==> config.mk <==
export PLATFORM = sky130hd
export DESIGN_NAME = temperature_monitor_min_max
export DESIGN_NICKNAME = d
export VERILOG_FILES = /design/src/hw/rtl/tmm_pkg.sv /design/src/hw/rtl/temperature_monitor_min_max.sv
export SDC_FILE = /design/constraint.sdc
export NUM_CORES = 1
export LEC_CHECK = 0
export BUFFER_PORTS_ARGS = -buffer_cell sky130_fd_sc_hd__buf_2
export CORE_MARGIN = 1
export CORE_UTILIZATION = 42
export CTS_BUF_LIST = sky130_fd_sc_hd__clkbuf_8
export DETAILED_ROUTE_END_ITERATION = 12
export GPL_ROUTABILITY_DRIVEN = 0
export PLACE_DENSITY = 0.68
export SLEW_MARGIN = 0
export SYNTH_ARGS = -nofsm -noshare
export SYNTH_HDL_FRONTEND = slang
export SYNTH_SLANG_ARGS = --single-unit
==> constraint.sdc <==
create_clock -name clock -period 11.5 [get_ports clock]
set_input_delay 2.3 -clock clock [delete_from_list [all_inputs] [get_ports clock]]
set_output_delay 2.3 -clock clock [all_outputs]
set_load 0.005 [all_outputs]
==> src/hw/rtl/tmm_pkg.sv <==
// Shared types, codes and arithmetic constants of the temperature monitor.
`default_nettype none

package tmm_pkg;

   // Command line store: default depth and the command word that is matched
   localparam int LINE_DEPTH_DEF = 15;
   localparam int MATCH_LEN      = 5;
   localparam int MATCH_IDX_W    = $clog2(MATCH_LEN);
   localparam logic [7:0] MATCH_WORD [MATCH_LEN] = '{8'h52, 8'h45, 8'h53, 8'h45, 8'h54};
   localparam logic [7:0] CHAR_CR = 8'h0d;
   localparam logic [7:0] CHAR_LF = 8'h0a;

   // Configuration register indexes
   localparam int CSR_ADDR_W = 4;
   localparam logic [CSR_ADDR_W-1:0] CSR_CHANGE_BAND = CSR_ADDR_W'(0);
   localparam logic [CSR_ADDR_W-1:0] CSR_WARN_LIMIT  = CSR_ADDR_W'(1);
   localparam logic [15:0] CHANGE_BAND_RST = 16'd10;
   localparam logic [15:0] WARN_LIMIT_RST  = 16'd4000;

   // Result kinds
   localparam logic [1:0] KIND_REPORT     = 2'd0;
   localparam logic [1:0] KIND_RESET_DONE = 2'd1;
   localparam logic [1:0] KIND_UNKNOWN    = 2'd2;

   // Tracker reset values
   localparam logic [15:0] MIN_RST  = 16'd10000;
   localparam logic [15:0] MAX_RST  = 16'd0;
   localparam logic [16:0] LAST_RST = -17'sd100;

   // Conversion constants for the shared multiplier
   // C = floor(code * 33000 / 1023): divide by 1023 as (x * ceil(2^35/1023)) >> 35
   // F = floor(C * 9 / 5) + 3200:     divide by 5    as (x * ceil(2^21/5))    >> 21
   localparam int MUL_A_W = 26;
   localparam int MUL_B_W = 26;
   localparam int MUL_P_W = MUL_A_W + MUL_B_W;
   localparam logic [15:0] SCALE_NUM  = 16'd33000;
   localparam logic [25:0] RECIP_1023 = 26'd33587233;
   localparam int          SHIFT_1023 = 35;
   localparam logic [3:0]  TIMES_NINE = 4'd9;
   localparam logic [18:0] RECIP_5    = 19'd419431;
   localparam int          SHIFT_5    = 21;
   localparam logic [15:0] F_OFFSET   = 16'd3200;

   typedef struct packed {
      logic       cmd;
      logic [9:0] adc_code;
      logic [7:0] rx_char;
   } tmm_req_type;

   typedef struct packed {
      logic [1:0]  kind;
      logic [15:0] celsius_centi;
      logic [15:0] fahrenheit_centi;
      logic [15:0] lowest_centi;
      logic [15:0] highest_centi;
      logic        over_limit;
   } tmm_rsp_type;

endpackage

`default_nettype wire

==> src/hw/rtl/temperature_monitor_min_max.sv <==
// Temperature monitor: ADC scaling, min/max tracking, change reports and command line.
//
// Usage:
//  - req channel: one beat is either an ADC sample (cmd = 0, adc_code) or one
//    received command character (cmd = 1, rx_char).
//  - rsp channel: zero or one result beat per request beat: a temperature
//    report, a min/max reset confirmation, or an unknown command notice.
//  - csr port: index 0 = change_band, index 1 = warn_limit; write while idle.
//  - A sample holds the block while it steps through the shared 26x26
//    multiplier for scale, /1023, x9 and /5, then a compare state and, if it
//    reports, an output state that registers the result.
//  - A character passes through a character state, then the output state when it ends a line.
//  - req_stall is high while the sequencer works on a beat; the next beat is
//    taken as soon as it is back in idle, even if a result still waits in the
//    output register.
//  - When the receiver stalls, a finished result waits in the sequencer until
//    the output register is free; nothing is dropped.
//  - Reset (synchronous): configuration registers to defaults, min/max
//    restored, line emptied, no result pending.
`default_nettype none

module temperature_monitor_min_max #(
   parameter int LINE_DEPTH = tmm_pkg::LINE_DEPTH_DEF
) (
   input  wire                               clock,
   input  wire                               reset,
   input  wire                               req_valid,
   output logic                              req_stall,
   input  wire tmm_pkg::tmm_req_type         req_data,
   output logic                              rsp_valid,
   input  wire                               rsp_stall,
   output tmm_pkg::tmm_rsp_type              rsp_data,
   input  wire                               csr_we,
   input  wire [tmm_pkg::CSR_ADDR_W-1:0]     csr_addr,
   input  wire [15:0]                        csr_wdata
);

   import tmm_pkg::*;

   localparam int LEN_W = $clog2(LINE_DEPTH + 1);

   typedef enum logic [2:0] {
      ST_IDLE,
      ST_SCALE,
      ST_DIV_C,
      ST_TIMES9,
      ST_DIV_F,
      ST_EVAL,
      ST_CHAR,
      ST_OUT
   } state_type;

   state_type         state_ff, state_in;
   tmm_req_type       item_ff;
   logic [MUL_P_W-1:0] prod_ff, prod_in;
   logic [15:0]       c_ff, c_in;
   logic [15:0]       f_ff, f_in;
   logic [1:0]        kind_ff, kind_in;
   logic              over_ff, over_in;
   logic [15:0]       band_ff, band_in;
   logic [15:0]       warn_ff, warn_in;
   logic [15:0]       min_ff, min_in;
   logic [15:0]       max_ff, max_in;
   logic [16:0]       last_ff, last_in;
   logic [LEN_W-1:0]  len_ff, len_in;
   logic              rsp_valid_ff, rsp_valid_in;
   tmm_rsp_type       rsp_data_ff, rsp_data_in;
   // Only the first entries of a line can ever match, so only they are kept
   logic [7:0]        line_ff [MATCH_LEN];
   logic              line_we;

   logic [MUL_A_W-1:0] mul_a;
   logic [MUL_B_W-1:0] mul_b;
   logic [MUL_P_W-1:0] mul_p;
   logic [17:0]        diff;
   logic [16:0]        mag;
   logic               word_match;
   logic               is_eol;
   logic               req_take;
   logic               out_free;

   assign req_stall = (state_ff != ST_IDLE);
   assign req_take  = req_valid && !req_stall;
   assign out_free  = !rsp_valid_ff || !rsp_stall;
   assign rsp_valid = rsp_valid_ff;
   assign rsp_data  = rsp_data_ff;

   // Shared multiplier, operands chosen by the sequencer
   always_comb begin
      mul_a = '0;
      mul_b = '0;
      case (state_ff)
         ST_SCALE: begin
            mul_a = MUL_A_W'(item_ff.adc_code);
            mul_b = MUL_B_W'(SCALE_NUM);
         end
         ST_DIV_C: begin
            mul_a = prod_ff[MUL_A_W-1:0];
            mul_b = RECIP_1023;
         end
         ST_TIMES9: begin
            mul_a = MUL_A_W'(c_ff);
            mul_b = MUL_B_W'(TIMES_NINE);
         end
         ST_DIV_F: begin
            mul_a = prod_ff[MUL_A_W-1:0];
            mul_b = MUL_B_W'(RECIP_5);
         end
         default: begin
            mul_a = '0;
            mul_b = '0;
         end
      endcase
   end

   assign mul_p = MUL_P_W'(mul_a) * MUL_P_W'(mul_b);

   // Distance from the last reported value
   assign diff = {2'b00, c_ff} - {last_ff[16], last_ff};
   assign mag  = diff[17] ? 17'(-diff) : diff[16:0];

   // Line compare against the command word
   always_comb begin
      word_match = (len_ff == LEN_W'(MATCH_LEN));
      for (int i = 0; i < MATCH_LEN; i++) begin
         if (line_ff[i] != MATCH_WORD[i]) begin
            word_match = 1'b0;
         end
      end
   end

   assign is_eol = (item_ff.rx_char == CHAR_CR) || (item_ff.rx_char == CHAR_LF);

   // Sequencer next state
   always_comb begin
      state_in     = state_ff;
      prod_in      = prod_ff;
      c_in         = c_ff;
      f_in         = f_ff;
      kind_in      = kind_ff;
      over_in      = over_ff;
      band_in      = band_ff;
      warn_in      = warn_ff;
      min_in       = min_ff;
      max_in       = max_ff;
      last_in      = last_ff;
      len_in       = len_ff;
      line_we      = 1'b0;
      rsp_valid_in = rsp_valid_ff && rsp_stall;
      rsp_data_in  = rsp_data_ff;

      if (csr_we) begin
         case (csr_addr)
            CSR_CHANGE_BAND: band_in = csr_wdata;
            CSR_WARN_LIMIT:  warn_in = csr_wdata;
            default: ;
         endcase
      end

      case (state_ff)
         ST_IDLE: begin
            if (req_take) begin
               state_in = req_data.cmd ? ST_CHAR : ST_SCALE;
            end
         end
         ST_SCALE: begin
            prod_in  = mul_p;
            state_in = ST_DIV_C;
         end
         ST_DIV_C: begin
            c_in     = mul_p[SHIFT_1023 +: 16];
            state_in = ST_TIMES9;
         end
         ST_TIMES9: begin
            prod_in  = mul_p;
            state_in = ST_DIV_F;
         end
         ST_DIV_F: begin
            f_in     = mul_p[SHIFT_5 +: 16] + F_OFFSET;
            state_in = ST_EVAL;
         end
         ST_EVAL: begin
            if (c_ff < min_ff) min_in = c_ff;
            if (c_ff > max_ff) max_in = c_ff;
            if (mag > {1'b0, band_ff}) begin
               last_in  = {1'b0, c_ff};
               kind_in  = KIND_REPORT;
               over_in  = (c_ff > warn_ff);
               state_in = ST_OUT;
            end else begin
               state_in = ST_IDLE;
            end
         end
         ST_CHAR: begin
            if (is_eol) begin
               if (word_match) begin
                  min_in  = MIN_RST;
                  max_in  = MAX_RST;
                  kind_in = KIND_RESET_DONE;
               end else begin
                  kind_in = KIND_UNKNOWN;
               end
               c_in     = '0;
               f_in     = '0;
               over_in  = 1'b0;
               len_in   = '0;
               state_in = ST_OUT;
            end else begin
               if (len_ff < LEN_W'(LINE_DEPTH)) begin
                  line_we = (len_ff < LEN_W'(MATCH_LEN));
                  len_in  = len_ff + LEN_W'(1);
               end
               state_in = ST_IDLE;
            end
         end
         ST_OUT: begin
            if (out_free) begin
               rsp_valid_in                 = 1'b1;
               rsp_data_in.kind             = kind_ff;
               rsp_data_in.celsius_centi    = c_ff;
               rsp_data_in.fahrenheit_centi = f_ff;
               rsp_data_in.lowest_centi     = min_ff;
               rsp_data_in.highest_centi    = max_ff;
               rsp_data_in.over_limit       = over_ff;
               state_in                     = ST_IDLE;
            end
         end
         default: state_in = ST_IDLE;
      endcase
   end

   // State, registered outputs and datapath registers
   always_ff @(posedge clock) begin
      prod_ff     <= prod_in;
      c_ff        <= c_in;
      f_ff        <= f_in;
      kind_ff     <= kind_in;
      over_ff     <= over_in;
      rsp_data_ff <= rsp_data_in;
      if (req_take) begin
         item_ff <= req_data;
      end
      if (line_we) begin
         line_ff[len_ff[MATCH_IDX_W-1:0]] <= item_ff.rx_char;
      end
      if (reset) begin
         state_ff     <= ST_IDLE;
         band_ff      <= CHANGE_BAND_RST;
         warn_ff      <= WARN_LIMIT_RST;
         min_ff       <= MIN_RST;
         max_ff       <= MAX_RST;
         last_ff      <= LAST_RST;
         len_ff       <= '0;
         rsp_valid_ff <= 1'b0;
      end else begin
         state_ff     <= state_in;
         band_ff      <= band_in;
         warn_ff      <= warn_in;
         min_ff       <= min_in;
         max_ff       <= max_in;
         last_ff      <= last_in;
         len_ff       <= len_in;
         rsp_valid_ff <= rsp_valid_in;
      end
   end

   // A new result beat only comes from the output state
   assert property (@(posedge clock) disable iff (reset)
      ($rose(rsp_valid_ff) |-> $past(state_ff == ST_OUT)))
      else $error("result beat appeared without output state");

   // Reset confirmations carry restored trackers
   assert property (@(posedge clock) disable iff (reset)
      (rsp_valid_ff && (rsp_data_ff.kind == KIND_RESET_DONE) |->
         (rsp_data_ff.lowest_centi == MIN_RST) && (rsp_data_ff.highest_centi == MAX_RST)))
      else $error("reset confirmation with stale min/max");

   // Command results carry no temperature
   assert property (@(posedge clock) disable iff (reset)
      (rsp_valid_ff && (rsp_data_ff.kind != KIND_REPORT) |->
         (rsp_data_ff.celsius_centi == 16'd0) && !rsp_data_ff.over_limit))
      else $error("command result with temperature data");

   // Line count stays within the store depth
   assert property (@(posedge clock) disable iff (reset)
      (len_ff <= LEN_W'(LINE_DEPTH)))
      else $error("line length beyond depth");

endmodule

`default_nettype wire
==> results_tabular.tex, run 1 <==
\begin{tabular}{lr}
\hline
Metric & Value \\
\hline
\multicolumn{2}{l}{\textbf{Run status}} \\
\quad Run status & complete, no violations \\
\multicolumn{2}{l}{\textbf{Clock tree}} \\
\quad Clock tree from TritonCTS & built \\
\quad Clk sink count & 275 \\
\quad Clock-pin slew on the worst setup and hold paths & 0.07 ns \\
\quad Hold\_buf cts & 0 \\
\quad Resized Gates After CTS & 0 \\
\quad Post-CTS setup buffer count & 0 \\
\quad Clock network latency to the later pin of the worst-skew pair & 0.64 ns \\
\quad Clock Path Buffers & 3 \\
\quad Cts bufs inserted & 49 \\
\quad Clock root buffer & clkbuf\_8 \\
\quad H-Tree Depth & 2 \\
\multicolumn{2}{l}{\textbf{Timing}} \\
\quad RSZ-0062 raised after global routing & no \\
\quad Minimum clock period & 10.27 ns \\
\quad Clock Skews & 0.0393 ns \\
\quad Achievable clock frequency & 97.3 MHz \\
\quad Setup tns final & 0 ns \\
\quad Final slew viol count & 0 \\
\quad Slew at the pin with the worst max-slew slack & 1.15 ns \\
\quad Post-route clock period utilization & 0.893 \\
\quad Relative slew slack & 0.226 \\
\quad Hold violation count in the final report & 0 \\
\quad Final setup violating endpoints & 0 \\
\multicolumn{2}{l}{\textbf{Setup path}} \\
\quad Req. time, crit path & 11.85 ns \\
\quad Worst Path Class, Setup & flip-flop to flip-flop \\
\quad Crit start category & flip-flop \\
\quad Cell with the most instances on the worst path & fa\_1 \\
\quad Largest fanout of any net on the critical path & 24 \\
\quad Crit-path max cell delay & 0.60 ns \\
\quad Cell with the biggest individual delay on the critical path & nor3\_1 \\
\quad Critical Path AT & 10.63 ns \\
\quad Critical Path Sink Type & flip-flop \\
\multicolumn{2}{l}{\textbf{Floorplanning}} \\
\quad Total number of placement rows & 91 \\
\quad Boundary pin count & 113 \\
\quad Initial cell density of the core & 0.428 \\
\quad Die Ht & 254 um \\
\quad Area of the die & 0.0644 mm2 \\
\quad Die W & 254 um \\
\quad Core area & 0.0622 mm2 \\
\multicolumn{2}{l}{\textbf{GRT}} \\
\quad Total GRT Usage & 0.225 \\
\quad Largest net degree at the start of global routing & 99 \\
\quad Wire length of the first global-routing pass & 110 mm \\
\quad Number of global-route vias before repair & 19400 \\
\quad Antenna violations before repair & 2 \\
\quad Remaining global-route overflow & 0 \\
\multicolumn{2}{l}{\textbf{Route}} \\
\quad Via Count & 19200 \\
\quad Detailed router's first-iteration violation count & 1471 \\
\quad Detailed-route DRC error count & 0 \\
\quad WL/cell & 18.5 um \\
\quad Average via count per standard cell & 5.14 \\
\quad Antenna Violating Nets Remaining & 0 \\
\quad Total Wirelength & 69.0 mm \\
\quad Initial DRT Pass Iterations & 8 \\
\multicolumn{2}{l}{\textbf{Yosys}} \\
\quad Synth warnings & 0 \\
\quad Average cell area after synthesis & 9.82 um2 \\
\quad Most used flip-flop cell after synthesis & edfxtp\_1 \\
\quad FF+latch count, synth & 275 \\
\quad Post-synth top area cell & fa\_1 \\
\quad Number of enable flip-flop cells after synthesis & 186 \\
\quad Proportion of netlist area held by the largest area contributor & 0.223 \\
\quad Count of distinct cell types in the synthesized netlist & 72 \\
\quad Post-Syn Instances & 2710 \\
\quad Part of the Yosys area used for sequential elements & 0.277 \\
\quad Synthesized cell area & 0.0266 mm2 \\
\quad Share of flip-flops with an asynchronous set or reset after synthesis & 0 \\
\quad Cell types with the largest area share after synthesis & fa\_1 22\%, edfxtp\_1 21\%, ha\_1 16\% \\
\multicolumn{2}{l}{\textbf{Layout}} \\
\quad Final Net Count & 3548 \\
\quad Fraction of layout cells with a size suffix above 1 & 0.0786 \\
\quad Area growth, synth to finish & 10.2\% \\
\multicolumn{2}{l}{\textbf{Hold path}} \\
\quad Path class of the lowest-slack min-delay path & flip-flop to flip-flop \\
\multicolumn{2}{l}{\textbf{Placed design}} \\
\quad I/O Buffers & 112 \\
\quad Detail Placement HPWL & 56.9 mm \\
\multicolumn{2}{l}{\textbf{Run}} \\
\quad Number of maximum-capacitance violations & 0 \\
\hline
\end{tabular}
[area by class of cell]
class | instances | area (um2)
sequential | 275 | 7370
timing repair buffer | 135 | 733
inverter | 626 | 2350
fill | 5878 | 32800
multi-input combinational | 1771 | 16800
tap | 837 | 1050
antenna | 1 | 2.50
clock inverter | 32 | 226
clock buffer | 60 | 826
[placed cells by master (no fill, tap or decap), types with 8 or more instances in the layout]
master and n:
mux2i_1 28, buf_4 23, clkbuf_8 60, nand4_1 16
and3_1 40, o21a_1 20, nand3b_1 10, nand2b_1 24
buf_2 112, ha_1 350, a211o_1 11, xor2_1 26
a211oi_1 8, o21ai_0 73, and2_1 40, xnor2_1 44
a31oi_1 12, nor3_1 42, nand2_1 193, nor2b_1 18
dfxtp_1 89, nor2_1 155, nand3_1 29, a21oi_1 134
a21o_1 45, conb_1 26, fa_1 296, inv_1 642
o21bai_1 11, edfxtp_1 186
[final timing paths]
kind,start,endpoint,slack (ns),cells after the start
worst min register to register,f_ff[7],rsp_data[40],0.42,0
worst max-delay path,state_ff[0],f_ff[13],1.23,31
worst min-delay path,f_ff[7],rsp_data[40],0.42,0
worst max register to register,state_ff[0],f_ff[13],1.23,31
[Yosys cell counts, types with 24 or more instances]
library cell  instances
fa_1                296
ha_1                350
inv_1               626
o21ai_0              73
nor2_1              156
clkbuf_1             55
nand2_1             193
xnor2_1              44
and3_1               40
a21o_1               45
nor3_1               42
and2_1               40
dfxtp_1              89
a21oi_1             135
nand3_1              29
edfxtp_1            186
mux2i_1              28
nand2b_1             24
xor2_1               26
[state kept, by name, summed over array words and instances (netlist names)]
register,cells
band_ff,16
c_ff,16
f_ff,16
item_ff,18
kind_ff,2
last_ff,17
len_ff,4
line_ff,40
max_ff,16
min_ff,16
over_ff,1
prod_ff,26
rsp_data,67
rsp_valid,1
state_ff,3
warn_ff,16
[cell families after synthesis]
family / count (synthesis) / share of synthesized area
buf+inv: 688 / 0.0977
fa+ha+maj: 646 / 0.387
simple gates: 616 / 0.112
compound gates: 383 / 0.0919
flops: 275 / 0.277
xor+xnor: 71 / 0.0236
mux: 29 / 0.0110
other cells: 2 / 0.000282
[metrics by stage]
| step | cell area (um2) | setup WS, ns | hold slack, ns | util | instances |
|---|---|---|---|---|---|
| finish | 29300 | 1.23 | 0.417 | 0.472 | 3737 |
| detailed placement | 28300 | 1.30 | 0.405 | 0.455 | 3644 |
| global route | 29300 | 0.660 | 0.429 | 0.472 | 3737 |
| global placement | 28300 | 1.48 | 0.403 | 0.455 | 3644 |
| floorplan | 26700 | 2.94 | 0.400 | - | 2734 |
| CTS | 29300 | 1.27 | 0.419 | 0.472 | 3736 |
[per-layer routing]
layer,global-route usage,vias up,part of all wire
met5,0,-,0
met1,0.299,9267,0.42
met2,0.359,686,0.46
met4,0.0885,0,0.041
li1,-,9121,-
met3,0.0461,134,0.077
[critical path: cells and delay by family, from the launching register on]
family,cells,cell delay [ns]
fa+ha+maj,9,4.16
xor+xnor,2,0.35
simple gates,10,3.56
flops,1,0.46
compound gates,3,0.71
buf+inv,7,0.77
Power of run 1 is left out: the tool's default activity adds up to more than one toggle a clock period on the data nets, which glitch-free logic cannot reach.
==> inputs of run 2 (changes only) <==
--- a/config.mk
+++ b/config.mk
@@ -6,6 +6,7 @@
 export NUM_CORES = 1
 export LEC_CHECK = 0
 export BUFFER_PORTS_ARGS = -buffer_cell sky130_fd_sc_hd__buf_2
+export CORE_ASPECT_RATIO = 1.4
 export CORE_MARGIN = 1
 export CORE_UTILIZATION = 42
 export CTS_BUF_LIST = sky130_fd_sc_hd__clkbuf_8
==> constraint.sdc (replaced) <==
create_clock -name clock -period 12.3 [get_ports clock]
set_input_delay 2.46 -clock clock [delete_from_list [all_inputs] [get_ports clock]]
set_output_delay 2.46 -clock clock [all_outputs]
set_load 0.005 [all_outputs]
==> results_tabular.tex, run 2 (synthesized netlist as in run 1, its figures left out) <==
\begin{tabular}{lr}
\hline
Metric & Value \\
\hline
\multicolumn{2}{l}{\textbf{Run status}} \\
\quad Run status & complete, no violations \\
\multicolumn{2}{l}{\textbf{Floorplanning}} \\
\quad Boundary pin count & 113 \\
\quad Total number of placement rows & 108 \\
\quad Core area & 0.0623 mm2 \\
\quad Initial cell density of the core & 0.427 \\
\quad Area of the die & 0.0644 mm2 \\
\quad Die W & 215 um \\
\quad Die Ht & 300 um \\
\multicolumn{2}{l}{\textbf{Clock tree}} \\
\quad Clk sink count & 275 \\
\quad Clock Path Buffers & 3 \\
\quad Hold\_buf cts & 0 \\
\quad Post-CTS setup buffer count & 0 \\
\quad Cts bufs inserted & 44 \\
\quad Clock-pin slew on the worst setup and hold paths & 0.07 ns \\
\quad Clock network latency to the later pin of the worst-skew pair & 0.68 ns \\
\quad H-Tree Depth & 2 \\
\quad Clock root buffer & clkbuf\_8 \\
\quad Clock tree from TritonCTS & built \\
\quad Resized Gates After CTS & 0 \\
\multicolumn{2}{l}{\textbf{GRT}} \\
\quad Wire length of the first global-routing pass & 115 mm \\
\quad Largest net degree at the start of global routing & 99 \\
\quad Remaining global-route overflow & 0 \\
\quad Number of global-route vias before repair & 20300 \\
\quad Total GRT Usage & 0.236 \\
\quad Antenna violations before repair & 3 \\
\multicolumn{2}{l}{\textbf{Placed design}} \\
\quad Post-detailed-placement cell area & 0.0282 mm2 \\
\quad Cell Count Post-Placement & 3628 \\
\quad Post-placement worst setup slack & 1.62 ns \\
\quad Detail Placement HPWL & 60.5 mm \\
\quad I/O Buffers & 112 \\
\multicolumn{2}{l}{\textbf{Layout}} \\
\quad Area growth, synth to finish & 9.69\% \\
\quad Post-Layout Inst Area & 0.0292 mm2 \\
\quad Final Net Count & 3539 \\
\quad Flip-flop count of the largest register, all copies and words added & 67 \\
\quad Register area & 0.00737 mm2 \\
\quad Filler Cell Count & 5804 \\
\quad Most frequent standard cell in the layout excluding fill and tap cells & inv\_1 \\
\quad Multi-input gate area in the final layout & 0.0168 mm2 \\
\quad Layout Cells excl Fill & 3712 \\
\quad Commonest non-fill, non-tap cells in the layout & 633 x inv\_1, 350 x ha\_1, 296 x fa\_1 \\
\quad Fraction of layout cells with a size suffix above 1 & 0.0752 \\
\multicolumn{2}{l}{\textbf{Timing}} \\
\quad Final slew viol count & 0 \\
\quad Hold violation count in the final report & 0 \\
\quad Final setup violating endpoints & 0 \\
\quad Minimum clock period & 10.84 ns \\
\quad Achievable clock frequency & 92.3 MHz \\
\quad Min setup slack post-route & 1.46 ns \\
\quad RSZ-0062 raised after global routing & no \\
\quad Post-route clock period utilization & 0.881 \\
\quad Setup tns final & 0 ns \\
\quad Slew at the pin with the worst max-slew slack & 1.17 ns \\
\quad Relative slew slack & 0.213 \\
\quad Clock Skews & 0.0765 ns \\
\multicolumn{2}{l}{\textbf{Setup path}} \\
\quad Req. time, crit path & 12.67 ns \\
\quad Reg2Reg Setup Slack & 1.46 ns \\
\quad Crit start category & flip-flop \\
\quad Cell with the biggest individual delay on the critical path & a2111oi\_2 \\
\quad Worst Path Class, Setup & flip-flop to flip-flop \\
\quad Crit-path max cell delay & 0.83 ns \\
\quad Category of cells accounting for the largest share of critical-path delay & adder cells \\
\quad Critical Path Sink Type & flip-flop \\
\quad Critical Path AT & 11.21 ns \\
\quad Path depth of the worst reg2reg path & 31 \\
\quad Critical register-to-register path startpoint & state\_ff[2] \\
\quad Endpoint of the lowest-slack register-to-register path & c\_ff[15] \\
\quad Number of buffer and inverter stages on the critical path & 8 \\
\quad Largest fanout of any net on the critical path & 25 \\
\multicolumn{2}{l}{\textbf{Route}} \\
\quad Initial DRT Pass Iterations & 5 \\
\quad Via Count & 19400 \\
\quad Total Wirelength & 73.8 mm \\
\quad Antenna Violating Nets Remaining & 0 \\
\quad Detailed-route DRC error count & 0 \\
\quad Detailed router's first-iteration violation count & 1153 \\
\quad WL/cell & 19.9 um \\
\quad Average via count per standard cell & 5.23 \\
\multicolumn{2}{l}{\textbf{Hold path}} \\
\quad Path class of the lowest-slack min-delay path & flip-flop to flip-flop \\
\quad Number of stages on the worst hold path & 0 \\
\quad Launch instance of the worst min-delay path & kind\_ff[1] \\
\quad Endpoint, Worst Hold & rsp\_data[66] \\
\multicolumn{2}{l}{\textbf{Run}} \\
\quad Number of maximum-capacitance violations & 0 \\
\hline
\end{tabular}
run 2: worst max-delay path by stage:
stage / from / to / slack (ns) / cells past startpoint
after global routing: state_ff[2] / c_ff[15] / 0.83 / 31
after CTS: state_ff[2] / c_ff[15] / 1.55 / 31
final: state_ff[2] / c_ff[15] / 1.46 / 31
after detailed placement: state_ff[2] / c_ff[15] / 1.62 / 31
after floorplan: state_ff[2] / c_ff[15] / 3.74 / 30
after global placement: state_ff[2] / c_ff[15] / 1.88 / 31
run 2: per-stage QoR:
stage               hold WS (ns)  utilization
floorplan                  0.400            -
global placement           0.401        0.453
detailed placement         0.405        0.453
CTS                        0.405        0.469
global route               0.421        0.469
finish                     0.398        0.469
run 2: worst reg2reg max path: cells and delay by family (launching register included):
kind                     cells  cell delay (ns)
flip-flops                   1             0.49
buffers and inverters        8             0.97
AND/OR/NAND/NOR              7             2.89
AO/OA/AOI/OAI                7             2.26
XOR/XNOR                     1             0.12
adder cells (fa/ha/maj)      8             3.83
run 2: metal layers:
| metal | share of wire | GRT usage | up-vias |
|---|---|---|---|
| met2 | 0.51 | 0.422 | 587 |
| met4 | 0.069 | 0.150 | 2 |
| met5 | 0.00016 | 0 | - |
| met3 | 0.051 | 0.0357 | 220 |
| li1 | - | - | 9088 |
| met1 | 0.37 | 0.261 | 9499 |
run 2: area by class of cell:
class                      count  share of cell area
timing repair buffer         131              0.0241
inverter                     626              0.0805
tap                          825              0.0354
antenna                        3            0.000257
clock inverter                34              0.0103
clock buffer                  47              0.0222
multi-input combinational   1771               0.575
sequential                   275               0.252
Power of run 2 is left out for the same reason.
==> inputs of run 3 (changes only) <==
--- a/config.mk
+++ b/config.mk
@@ -5,6 +5,7 @@
 export SDC_FILE = /design/constraint.sdc
 export NUM_CORES = 1
 export LEC_CHECK = 0
+export ABC_AREA = 1
 export BUFFER_PORTS_ARGS = -buffer_cell sky130_fd_sc_hd__buf_2
 export CORE_ASPECT_RATIO = 1.4
 export CORE_MARGIN = 1
==> results_tabular.tex, run 3 <==
\begin{tabular}{lr}
\hline
Metric & Value \\
\hline
\multicolumn{2}{l}{\textbf{Run status}} \\
\quad Run status & finished, violations left \\
\quad Failing checks & DRC \\
\multicolumn{2}{l}{\textbf{Timing}} \\
\quad Minimum clock period & 9.20 ns \\
\quad RSZ-0062 raised after global routing & no \\
\quad Hold Slack & 0.418 ns \\
\quad Clock Skews & 0.0362 ns \\
\quad Final setup violating endpoints & 0 \\
\quad Setup tns final & 0 ns \\
\quad Achievable clock frequency & 109 MHz \\
\quad Final slew viol count & 0 \\
\quad Slew at the pin with the worst max-slew slack & 1.15 ns \\
\quad Relative slew slack & 0.236 \\
\quad Post-route clock period utilization & 0.748 \\
\quad Hold violation count in the final report & 0 \\
\multicolumn{2}{l}{\textbf{Setup path}} \\
\quad Crit start category & flip-flop \\
\quad Largest fanout of any net on the critical path & 31 \\
\quad Endpoint of the lowest-slack register-to-register path & f\_ff[13] \\
\quad Instance count on the critical path & 37 \\
\quad Critical Path AT & 9.55 ns \\
\quad Number of buffer and inverter stages on the critical path & 10 \\
\quad Crit-path max cell delay & 0.64 ns \\
\quad Req. time, crit path & 12.65 ns \\
\quad Worst Path Class, Setup & flip-flop to flip-flop \\
\quad Critical register-to-register path startpoint & state\_ff[0] \\
\quad Path depth of the worst reg2reg path & 37 \\
\quad Cell with the biggest individual delay on the critical path & a21oi\_1 \\
\quad Reg2Reg Setup Slack & 3.10 ns \\
\quad Critical Path Sink Type & flip-flop \\
\quad Cell with the most instances on the worst path & inv\_1 \\
\quad Category of cells accounting for the largest share of critical-path delay & adder cells \\
\multicolumn{2}{l}{\textbf{GRT}} \\
\quad Antenna violations before repair & 2 \\
\quad Number of global-route vias before repair & 21400 \\
\quad Wire length of the first global-routing pass & 117 mm \\
\quad Total GRT Usage & 0.238 \\
\quad Remaining global-route overflow & 0 \\
\quad Largest net degree at the start of global routing & 68 \\
\multicolumn{2}{l}{\textbf{Clock tree}} \\
\quad Clock tree from TritonCTS & built \\
\quad Clock Path Buffers & 3 \\
\quad Resized Gates After CTS & 0 \\
\quad Clock network latency to the later pin of the worst-skew pair & 0.60 ns \\
\quad Post-CTS setup buffer count & 0 \\
\quad H-Tree Depth & 2 \\
\quad Clk sink count & 275 \\
\quad Clock-pin slew on the worst setup and hold paths & 0.07 ns \\
\quad Hold\_buf cts & 0 \\
\quad Cts bufs inserted & 41 \\
\quad Clock root buffer & clkbuf\_8 \\
\multicolumn{2}{l}{\textbf{Placed design}} \\
\quad Detail Placement HPWL & 63.9 mm \\
\quad I/O Buffers & 112 \\
\quad Post-detailed-placement cell area & 0.0286 mm2 \\
\multicolumn{2}{l}{\textbf{Route}} \\
\quad Antenna Violating Nets Remaining & 0 \\
\quad WL/cell & 18.9 um \\
\quad Initial DRT Pass Iterations & 10 \\
\quad Detailed-route DRC error count & 1 \\
\quad Total Wirelength & 76.1 mm \\
\quad Detailed router's first-iteration violation count & 1142 \\
\quad Via Count & 20300 \\
\quad Average via count per standard cell & 5.04 \\
\multicolumn{2}{l}{\textbf{Layout}} \\
\quad Post-Layout Inst Area & 0.0294 mm2 \\
\quad Fraction of layout cells with a size suffix above 1 & 0.0879 \\
\quad Area growth, synth to finish & 8.97\% \\
\quad Commonest non-fill, non-tap cells in the layout & 852 x inv\_1, 350 x ha\_1, 339 x nand2\_1 \\
\quad Final Net Count & 3856 \\
\quad Flip-flop count of the largest register, all copies and words added & 67 \\
\quad Most frequent standard cell in the layout excluding fill and tap cells & inv\_1 \\
\multicolumn{2}{l}{\textbf{Yosys}} \\
\quad Average cell area after synthesis & 8.96 um2 \\
\quad Synth warnings & 0 \\
\quad Proportion of netlist area held by the largest area contributor & 0.220 \\
\quad Commonest cells post-synth & 838 x inv\_1, 350 x ha\_1, 339 x nand2\_1 \\
\quad Cell types with the largest area share after synthesis & fa\_1 22\%, edfxtp\_1 21\%, ha\_1 16\% \\
\quad Post-synth top area cell & fa\_1 \\
\quad Post-Syn Instances & 3012 \\
\quad Share of flip-flops with an asynchronous set or reset after synthesis & 0 \\
\quad Number of enable flip-flop cells after synthesis & 186 \\
\quad Part of the Yosys area used for sequential elements & 0.273 \\
\quad Most used flip-flop cell after synthesis & edfxtp\_1 \\
\quad FF+latch count, synth & 275 \\
\quad Synthesized cell area & 0.0270 mm2 \\
\quad Most repeated cell in the gate-level netlist after synthesis & inv\_1 \\
\quad Count of distinct cell types in the synthesized netlist & 60 \\
\multicolumn{2}{l}{\textbf{Floorplanning}} \\
\quad Total number of placement rows & 109 \\
\quad Initial cell density of the core & 0.427 \\
\quad Die Ht & 302 um \\
\quad Core area & 0.0633 mm2 \\
\quad Area of the die & 0.0653 mm2 \\
\quad Boundary pin count & 113 \\
\quad Die W & 216 um \\
\multicolumn{2}{l}{\textbf{Hold path}} \\
\quad Number of stages on the worst hold path & 0 \\
\quad Path class of the lowest-slack min-delay path & flip-flop to flip-flop \\
\quad Launch instance of the worst min-delay path & f\_ff[5] \\
\quad Endpoint, Worst Hold & rsp\_data[38] \\
\multicolumn{2}{l}{\textbf{Run}} \\
\quad Number of maximum-capacitance violations & 0 \\
\hline
\end{tabular}
==> run 3: changes by cell type after synthesis, moves of 28 or more <==
| cell | delta |
|---|---|
| nand2_2 | +28 |
| inv_1 | +212 |
| and3_1 | -39 |
| xnor2_1 | -33 |
| clkbuf_1 | -30 |
| nor2_1 | +98 |
| and2_1 | -35 |
| a21oi_1 | +55 |
| nand3_1 | +32 |
| a21o_1 | -41 |
| nand2_1 | +146 |
| o21ai_0 | +28 |
| mux2i_1 | -28 |
==> run 3: final cells by class <==
class | instances | area (um2)
Antenna cell | 1 | 2.50
Timing Repair Buffer | 130 | 696
Multi-Input combinational cell | 1867 | 16300
Tap cell | 832 | 1040
Clock inverter | 30 | 159
Inverter | 851 | 3190
Fill cell | 6032 | 33900
Sequential cell | 275 | 7370
Clock buffer | 45 | 619
==> run 3: logic make-up (layout without fill, tap and decap cells) <==
family          after synthesis  after routing  synth area share
buf+inv                     894           1056             0.126
other cells                   2             27          0.000278
flops                       275            275             0.273
fa+ha+maj                   646            646             0.382
simple gates                764            764             0.121
compound gates              391            391            0.0839
xor+xnor                     40             40            0.0138
==> run 3: metal layers <==
metal	global-route usage	part of all wire	vias to the layer above
li1	-	-	9667
met2	0.443	0.51	711
met1	0.241	0.35	9619
met4	0.188	0.089	0
met5	0	0	-
met3	0.0281	0.046	302
==> run 3: through the flow <==
stage / cells / util / setup slack [ns]
finish: 4031 / 0.465 / 3.10
global route: 4031 / 0.465 / 2.59
CTS: 4030 / 0.465 / 3.27
detailed placement: 3955 / 0.452 / 3.27
global placement: 3955 / 0.452 / 3.48
floorplan: 3036 / - / 4.77
==> run 3: worst max path at each step <==
stage,from,endpoint
2_1_floorplan,state_ff[0],f_ff[13]
3_3_place_gp,state_ff[0],f_ff[13]
3_5_place_dp,state_ff[0],f_ff[13]
4_1_cts,state_ff[0],f_ff[13]
5_1_grt,state_ff[0],f_ff[13]
6_report,state_ff[0],f_ff[13]
Power of run 3 is left out for the same reason.
